### src/bbo_pkg.sv
// Package for the bidirectional beam occupancy counter.
// Holds widths, reset values, tracker phase codes and the result type.
// No dependencies; the modules, the checker and the testbench import it.
package bbo_pkg;

  // Default widths, handed to the top-level parameters
  localparam int BinWidthDef   = 16;
  localparam int CountWidthDef = 16;

  // Fixed widths of the register and the reported fields
  localparam int ThreshWidth   = 32;
  localparam int OutCountWidth = 16;
  localparam int PhaseWidth    = 4;

  localparam logic [ThreshWidth-1:0] ThreshReset = 32'd1048576;

  // Tracker phase codes: start, entry path L0..L3, exit path R0..R3
  localparam logic [PhaseWidth-1:0] PH_START = 4'd0;
  localparam logic [PhaseWidth-1:0] PH_L0    = 4'd1;
  localparam logic [PhaseWidth-1:0] PH_L1    = 4'd2;
  localparam logic [PhaseWidth-1:0] PH_L2    = 4'd3;
  localparam logic [PhaseWidth-1:0] PH_L3    = 4'd4;
  localparam logic [PhaseWidth-1:0] PH_R0    = 4'd5;
  localparam logic [PhaseWidth-1:0] PH_R1    = 4'd6;
  localparam logic [PhaseWidth-1:0] PH_R2    = 4'd7;
  localparam logic [PhaseWidth-1:0] PH_R3    = 4'd8;

  // One result item as it leaves the tracker
  typedef struct packed {
    logic [OutCountWidth-1:0] occupant_count;
    logic                     entry_event;
    logic                     exit_event;
    logic                     empty_exit;
    logic                     low_source_hidden;
    logic                     high_source_hidden;
    logic [PhaseWidth-1:0]    tracker_phase;
  } bbo_result_t;

endpackage

### src/bbo_tracker.sv
// Beam-order tracker and occupancy counter state.
// Uses bbo_pkg for phase codes and the result type.
module bbo_tracker #(
  parameter int COUNT_WIDTH = 16
) (
  input  logic                 clk_i,
  input  logic                 rst_ni,
  input  logic                 advance_i,
  input  logic                 low_hidden_i,
  input  logic                 high_hidden_i,
  output bbo_pkg::bbo_result_t result_o
);
  import bbo_pkg::*;

  logic [PhaseWidth-1:0]          phase_q, phase_d;
  logic [COUNT_WIDTH-1:0]         count_q, count_d;
  logic                           entry, leave, empty;
  logic [COUNT_WIDTH+OutCountWidth-1:0] count_ext;
  logic                           a, b;

  assign a = low_hidden_i;
  assign b = high_hidden_i;

  // Next phase from the order in which the beams are blocked and cleared
  always_comb begin
    phase_d = phase_q;
    unique case (phase_q)
      PH_START: begin
        if (a && !b)      phase_d = PH_L0;
        else if (!a && b) phase_d = PH_R0;
      end
      PH_L0: begin
        if (!a)           phase_d = PH_START;
        else if (b)       phase_d = PH_L1;
      end
      PH_L1: begin
        if (a && !b)      phase_d = PH_L0;
        else if (!a && b) phase_d = PH_L2;
      end
      PH_L2: begin
        if (a && b)       phase_d = PH_L1;
        else if (!a && !b) phase_d = PH_L3;
      end
      PH_R0: begin
        if (!b)           phase_d = PH_START;
        else if (a)       phase_d = PH_R1;
      end
      PH_R1: begin
        if (!a && b)      phase_d = PH_R0;
        else if (a && !b) phase_d = PH_R2;
      end
      PH_R2: begin
        if (a && b)       phase_d = PH_R1;
        else if (!a && !b) phase_d = PH_R3;
      end
      default: begin
        phase_d = PH_START;
      end
    endcase
  end

  // Count entries up with saturation, exits down with an empty flag
  assign entry = (phase_d == PH_L3);
  assign leave = (phase_d == PH_R3);
  assign empty = leave && (count_q == '0);

  always_comb begin
    count_d = count_q;
    if (entry && (count_q != '1)) begin
      count_d = count_q + COUNT_WIDTH'(1);
    end else if (leave && !empty) begin
      count_d = count_q - COUNT_WIDTH'(1);
    end
  end

  // Hold state until an item advances
  always_ff @(posedge clk_i or negedge rst_ni) begin
    if (!rst_ni) begin
      phase_q <= PH_START;
      count_q <= '0;
    end else if (advance_i) begin
      phase_q <= phase_d;
      count_q <= count_d;
    end
  end

  // Report the low bits of the new count
  assign count_ext = {{OutCountWidth{1'b0}}, count_d};

  always_comb begin
    result_o.occupant_count     = count_ext[OutCountWidth-1:0];
    result_o.entry_event        = entry;
    result_o.exit_event         = leave;
    result_o.empty_exit         = empty;
    result_o.low_source_hidden  = a;
    result_o.high_source_hidden = b;
    result_o.tracker_phase      = phase_d;
  end

endmodule

### config.mk
export PLATFORM = sky130hd
export DESIGN_NAME = bbo_tracker
export DESIGN_NICKNAME = d
export VERILOG_FILES = /design/src/bbo_pkg.sv /design/src/bbo_tracker.sv
export SDC_FILE = /design/constraint.sdc
export NUM_CORES = 1
export LEC_CHECK = 0
export BUFFER_PORTS_ARGS = -buffer_cell sky130_fd_sc_hd__buf_4
export CAP_MARGIN = 20
export CELL_PAD_IN_SITES_DETAIL_PLACEMENT = 0
export CELL_PAD_IN_SITES_GLOBAL_PLACEMENT = 1
export CORE_ASPECT_RATIO = 1.75
export CORE_MARGIN = 2
export CORE_UTILIZATION = 40
export DETAILED_ROUTE_END_ITERATION = 10
export PLACE_DENSITY = 0.79
export RECOVER_POWER = 100
export SYNTH_ARGS = -nofsm -noshare
export SYNTH_HDL_FRONTEND = slang
export SYNTH_SLANG_ARGS = --single-unit
export TNS_END_PERCENT = 30
### constraint.sdc
create_clock -name clk_i -period 2.43 [get_ports clk_i]
set_input_delay 0.1215 -clock clk_i [delete_from_list [all_inputs] [get_ports clk_i]]
set_output_delay 0.1215 -clock clk_i [all_outputs]
set_load 0.01 [all_outputs]
## After elaboration in Yosys (flattened, before gate mapping)

Index checks and enable logic that the tools add are counted.

- Register bits: 20
- Output and inout bits: 25

- $add $sub $neg: 2
- Eq/ne operators: 9
- Mux-type cells: 17
- Reduce and logical (&&, ||, !) cells: 12

Operators with widths:

| cell | number |
|---|---|
| 4-bit two-way mux | 14 |
| 16-bit two-way mux | 2 |
| 4-bit one-hot mux with 7 select lines | 1 |
| 16-bit by 1-bit adder with 16-bit output, second input constant | 1 |
| 4-bit by 3-bit equality test with 1-bit output, second input constant | 4 |
| 16-bit zero test | 1 |
| 16-bit != test, second input constant | 1 |
| 16-bit by 1-bit subtractor with 16-bit output, second input constant | 1 |
| 4-bit by 2-bit equality test with 1-bit output, second input constant | 2 |
| 1-bit logical AND | 7 |
| 4-bit by 1-bit equality test with 1-bit output, second input constant | 1 |
| 4-bit equality test, second input constant | 1 |
| 4-bit zero test | 1 |
| 1-bit zero test | 3 |

## Longest topological paths before layout

- Depth after elaboration: 11
- Gate-level depth with buffers: 8
- Mapped depth without buffers: 7

## Least setup slack after synthesis

Ideal clock, no wire load.

- Kind: register to output
- Start point: register phase_q[0]
- End point: output port result_o[19] (netlist name)
- Arrival: 1.964 ns
- Data required time: 2.309 ns
- Slack: 0.345 ns
- Cell stages (with the launch flop): 7
- Buffers on the path: 1
- Path through: dfrtp_1 -> clkbuf_2 -> or4b_4 -> or4_4 -> nor3_1 -> a21oi_1 -> xnor2_1

RTL lines:

| element | RTL line | text |
|---|---|---|
| start: declaration | bbo_tracker.sv:15 | `logic [PhaseWidth-1:0] phase_q, phase_d;` |
| start signal: assignment | bbo_tracker.sv:82 | `phase_q <= phase_d;` |
| end: declaration | bbo_tracker.sv:11 | `output bbo_pkg::bbo_result_t result_o` |

==> impl_table.tex <==
\begin{tabular}{lr}
\hline
Metric & Value \\
\hline
\multicolumn{2}{l}{\textbf{Finish}} \\
\quad Combined area of the multi-input logic cells & 0.00135 mm² \\
\quad Number of antenna diodes & 0 \\
\quad Final Instance Area & 0.00240 mm² \\
\quad Total number of nets in the final design & 280 \\
\quad Final cell utilization of the core & 0.486 \\
\quad Area growth from synthesis to layout & 17.5\% \\
\quad Area of all sequential standard cells & 505 µm² \\
\quad Share of final-layout standard cells stronger than drive strength 1 & 0.315 \\
\quad Number of standard cells in the final layout excluding fillers & 324 \\
\quad Fill cells & 507 \\
\multicolumn{2}{l}{\textbf{Power}} \\
\quad Total design power & 1.10 mW \\
\quad Max IR drop VDD & 0.000385 V \\
\quad Internal & 694 µW \\
\quad Gate power share & 0.418 \\
\quad Sequential group share of total power & 0.378 \\
\quad Fraction of power consumed by the clock network & 0.204 \\
\quad Static Leakage & 1.03 nW \\
\quad Power Density & 460 mW/mm² \\
\quad Switching power of the nets & 409 µW \\
\quad Switching Fraction & 0.371 \\
\multicolumn{2}{l}{\textbf{Routing}} \\
\quad Via-per-instance ratio & 5.95 \\
\quad DRC errors left & 0 \\
\quad Drt wl/cell & 17.4 µm \\
\quad Vias & 1927 \\
\quad Initial drt markers & 46 \\
\quad Number of nets with antenna violations after routing & 0 \\
\quad DR pass1 iterations & 4 \\
\quad Wire length after detailed routing & 5640 µm \\
\multicolumn{2}{l}{\textbf{Global route}} \\
\quad Maximum number of pins on one net before global-route repair & 29 \\
\quad Global-route wire length before repair & 9060 µm \\
\quad Total gr overflow & 0 \\
\quad Number of antenna violations at the first check in global routing & 0 \\
\quad Vias in the first global route & 1916 \\
\quad Overall fraction of global-route tracks in use & 0.205 \\
\multicolumn{2}{l}{\textbf{Synthesis}} \\
\quad Number of distinct library cells after synthesis & 59 \\
\quad Flip-flop cell with the highest count after synthesis & sky130\_fd\_sc\_hd\_\_dfrtp\_1 \\
\quad Proportion of synthesized chip area in sequential cells & 0.245 \\
\quad Xor-xnor portion of the synthesized cell area & 0.124 \\
\quad Count of state elements after synthesis & 20 \\
\quad Area share of and/or/nand/nor cells after synthesis & 0.307 \\
\quad Synthesized instance count & 239 \\
\quad Total nets after synthesis & 247 \\
\quad Dominant combinational cell family by area after synthesis & simple AND/OR/NAND/NOR gates \\
\quad Synth Area in Adders & 0.0184 \\
\quad Area fraction in compound gates after synthesis & 0.163 \\
\quad Post-synth EDFFs & 0 \\
\quad Portion of netlist area occupied by mux cells & 0.0221 \\
\quad Share of synthesized flip-flops with an asynchronous set or reset & 1.00 \\
\quad Number of warnings printed during yosys synthesis & 0 \\
\quad Post-Syn Area & 0.00204 mm² \\
\quad Post-synthesis area per instance & 8.54 µm² \\
\multicolumn{2}{l}{\textbf{Clock tree}} \\
\quad Clock transition at path regs & 0.08 ns \\
\quad Number of buffers created by CTS & 3 \\
\quad Insertion delay to the later sink of the worst-skew pair & 0.26 ns \\
\quad Number of sinks driven by the clock tree & 20 \\
\quad Clk Tree Root Cell & sky130\_fd\_sc\_hd\_\_clkbuf\_8 \\
\quad Maximum buffer depth of the clock tree & 2 \\
\quad TritonCTS clock tree & done \\
\quad H-tree levels & 1 \\
\multicolumn{2}{l}{\textbf{Floorplan}} \\
\quad Initial cell density of the core & 0.414 \\
\quad Die span in x & 58.0 µm \\
\quad Total Die Area & 0.00571 mm² \\
\quad Count of boundary I/O pins & 30 \\
\quad Vertical die dimension & 98.5 µm \\
\quad Core Region & 0.00493 mm² \\
\quad Rows & 34 \\
\multicolumn{2}{l}{\textbf{Place}} \\
\quad Count of input and output buffers & 29 \\
\quad Pre-CTS WS & 0.213 ns \\
\quad Number of instances in the placed design & 316 \\
\quad Total placed instance area & 0.00228 mm² \\
\quad Detailed Place HPWL & 4330 µm \\
\quad Global placer's final weighted congestion & 0.927 \\
\multicolumn{2}{l}{\textbf{Status}} \\
\quad Violations in the final reports & setup timing \\
\quad Status & finished, violations left \\
\multicolumn{2}{l}{\textbf{STA}} \\
\quad Maximum clock skew at final layout & 0.00486 ns \\
\quad Maximum operating frequency & 410 MHz \\
\quad Worst setup slack after layout & -0.00894 ns \\
\quad Post-route setup TNS & -0.0155 ns \\
\quad Share of the clock period used by the worst path after layout & 1.00 \\
\quad Final critical-path required period & 2.44 ns \\
\quad RSZ-0062 raised after global routing & yes \\
\quad Endpoints failing setup & 2 \\
\quad Final Hold Fails & 0 \\
\quad Final number of max-transition violations & 0 \\
\quad Max\_slew headroom & 0.218 \\
\quad Worst hold margin & 0.286 ns \\
\quad Slew @ Worst Pin & 1.17 ns \\
\multicolumn{2}{l}{\textbf{Critical path}} \\
\quad Kind of start point of the critical path & register \\
\quad Category of the critical setup timing path & register to primary output \\
\quad Critical-path maximum fanout & 6 \\
\quad Required time at the endpoint of the critical path & 2.31 ns \\
\quad Critical path endpoint category & primary output \\
\quad Arrival time of the worst setup path & 2.32 ns \\
\multicolumn{2}{l}{\textbf{Worst hold path}} \\
\quad Worst hold-check path type & primary input to register \\
\multicolumn{2}{l}{\textbf{Job}} \\
\quad Max-cap viol count & 0 \\
\hline
\end{tabular}
-- state kept, by name, indices dropped and copies added (netlist names) --
name     flops
count_q     16
phase_q      4
-- layer usage --
metal | part of all wire | GRT usage
met1 | 0.37 | 0.210
met2 | 0.56 | 0.393
met3 | 0.031 | 0.0210
met4 | 0.035 | 0.100
met5 | 0 | 0
-- cells in the final DEF (no fill, tap or decap), types with 6 or more instances in the layout --
cell type | synthesis | routed
sky130_fd_sc_hd__buf_4 | 6 | 45
sky130_fd_sc_hd__nor2_1 | 20 | 18
sky130_fd_sc_hd__xnor2_1 | 18 | 18
sky130_fd_sc_hd__nand2_1 | 17 | 17
sky130_fd_sc_hd__dfrtp_1 | 20 | 16
sky130_fd_sc_hd__xor2_1 | 11 | 11
sky130_fd_sc_hd__inv_1 | 10 | 10
sky130_fd_sc_hd__nand3_1 | 10 | 9
sky130_fd_sc_hd__nor3_1 | 8 | 7
sky130_fd_sc_hd__nand4_1 | 7 | 7
sky130_fd_sc_hd__clkbuf_1 | 6 | 7
sky130_fd_sc_hd__nor4_1 | 8 | 6
-- path summary, 6_finish.rpt --
| path | slack (ns) | cells past startpoint | start | endpoint |
|---|---|---|---|---|
| setup / recovery | -0.009 | 7 | count_q[2]$_DFFE_PN0P_ | result_o[24] |
| hold / removal | 0.29 | 3 | advance_i | count_q[14]$_DFFE_PN0P_ |
| setup reg to reg | 0.28 | 8 | count_q[1]$_DFFE_PN0P_ | count_q[6]$_DFFE_PN0P_ |
| hold reg to reg | 0.54 | 1 | count_q[0]$_DFFE_PN0P_ | count_q[0]$_DFFE_PN0P_ |
| max in group asynchronous | 1.04 | 2 | rst_ni | count_q[5]$_DFFE_PN0P_ |
| min in group asynchronous | 0.62 | 2 | rst_ni | phase_q[2]$_DFFE_PN0P_ |
-- timing repair --
| action | 4_1_cts | 5_1_grt |
|---|---|---|
| resized for setup | 2 | 17 |
| endpoints found under the hold margin | 20 | 0 |
| endpoints found under the setup margin | 7 | 16 |
| hold buffers | 1 | 0 |
| buffers inserted | 3 | 2 |
| pin swaps | 1 | 5 |
-- synthesized netlist by cell type (all sizes together), types with 2 or more instances --
library cell  instances  area share
o211ai                2      0.0098
o32ai                 2       0.016
a31oi                 4       0.012
a21boi                2      0.0074
nand2b                3      0.0092
or4                   3       0.017
a22oi                 4       0.015
and3                  3      0.0092
xnor2                18       0.077
ha                    3       0.018
nand2                17       0.031
inv                  10       0.018
a21oi                 6       0.017
nor2b                 2      0.0061
nor3                 10       0.032
nor2                 20       0.037
nor4                 10       0.041
or3                   2      0.0061
buf                  17       0.071
mux2                  4       0.022
nand3                10       0.025
nand4b                3       0.013
clkbuf               10       0.031
a32oi                 3       0.013
a2111oi               4       0.017
a31o                  2      0.0086
nor4b                 2      0.0086
o21ai                 5       0.012
nand4                 8       0.028
xor2                 11       0.047
o22ai                 5       0.018
nand3b                2      0.0074
dfrtp                20        0.25
-- layout make-up --
type                       count  share of cell area
clock buffer                   3              0.0172
inverter                      10              0.0156
multi-input combinational    182               0.564
sequential                    20               0.211
tap                           54              0.0282
timing repair buffer          55               0.164
-- power by group through the flow --
stage | Clock, mW | Sequential [mW] | Combinational [mW]
6_report | 0.225 | 0.417 | 0.461
4_1_cts | 0.232 | 0.416 | 0.451
3_3_place_gp | 0 | 0.419 | 0.434
5_1_grt | 0.241 | 0.422 | 0.507
3_5_place_dp | 0 | 0.421 | 0.436
2_1_floorplan | 0 | 0.386 | 0.328
-- logic make-up after synthesis --
kind of cell,after synthesis
AO/OA/AOI/OAI,43
AND/OR/NAND/NOR,103
adder cells (fa/ha/maj),3
flip-flops,20
multiplexers,4
buffers and inverters,37
XOR/XNOR,29
-- worst max-delay path: stages, from the launching register on --
cell and delay [ns]:
sky130_fd_sc_hd__dfrtp_1 0.41, sky130_fd_sc_hd__or4_4 0.55, sky130_fd_sc_hd__nor3_4 0.26, sky130_fd_sc_hd__buf_4 0.19, sky130_fd_sc_hd__nand4_2 0.17, sky130_fd_sc_hd__o32ai_2 0.17, sky130_fd_sc_hd__xor2_1 0.17, sky130_fd_sc_hd__buf_4 0.14
(Power assumes the default switching activity.)
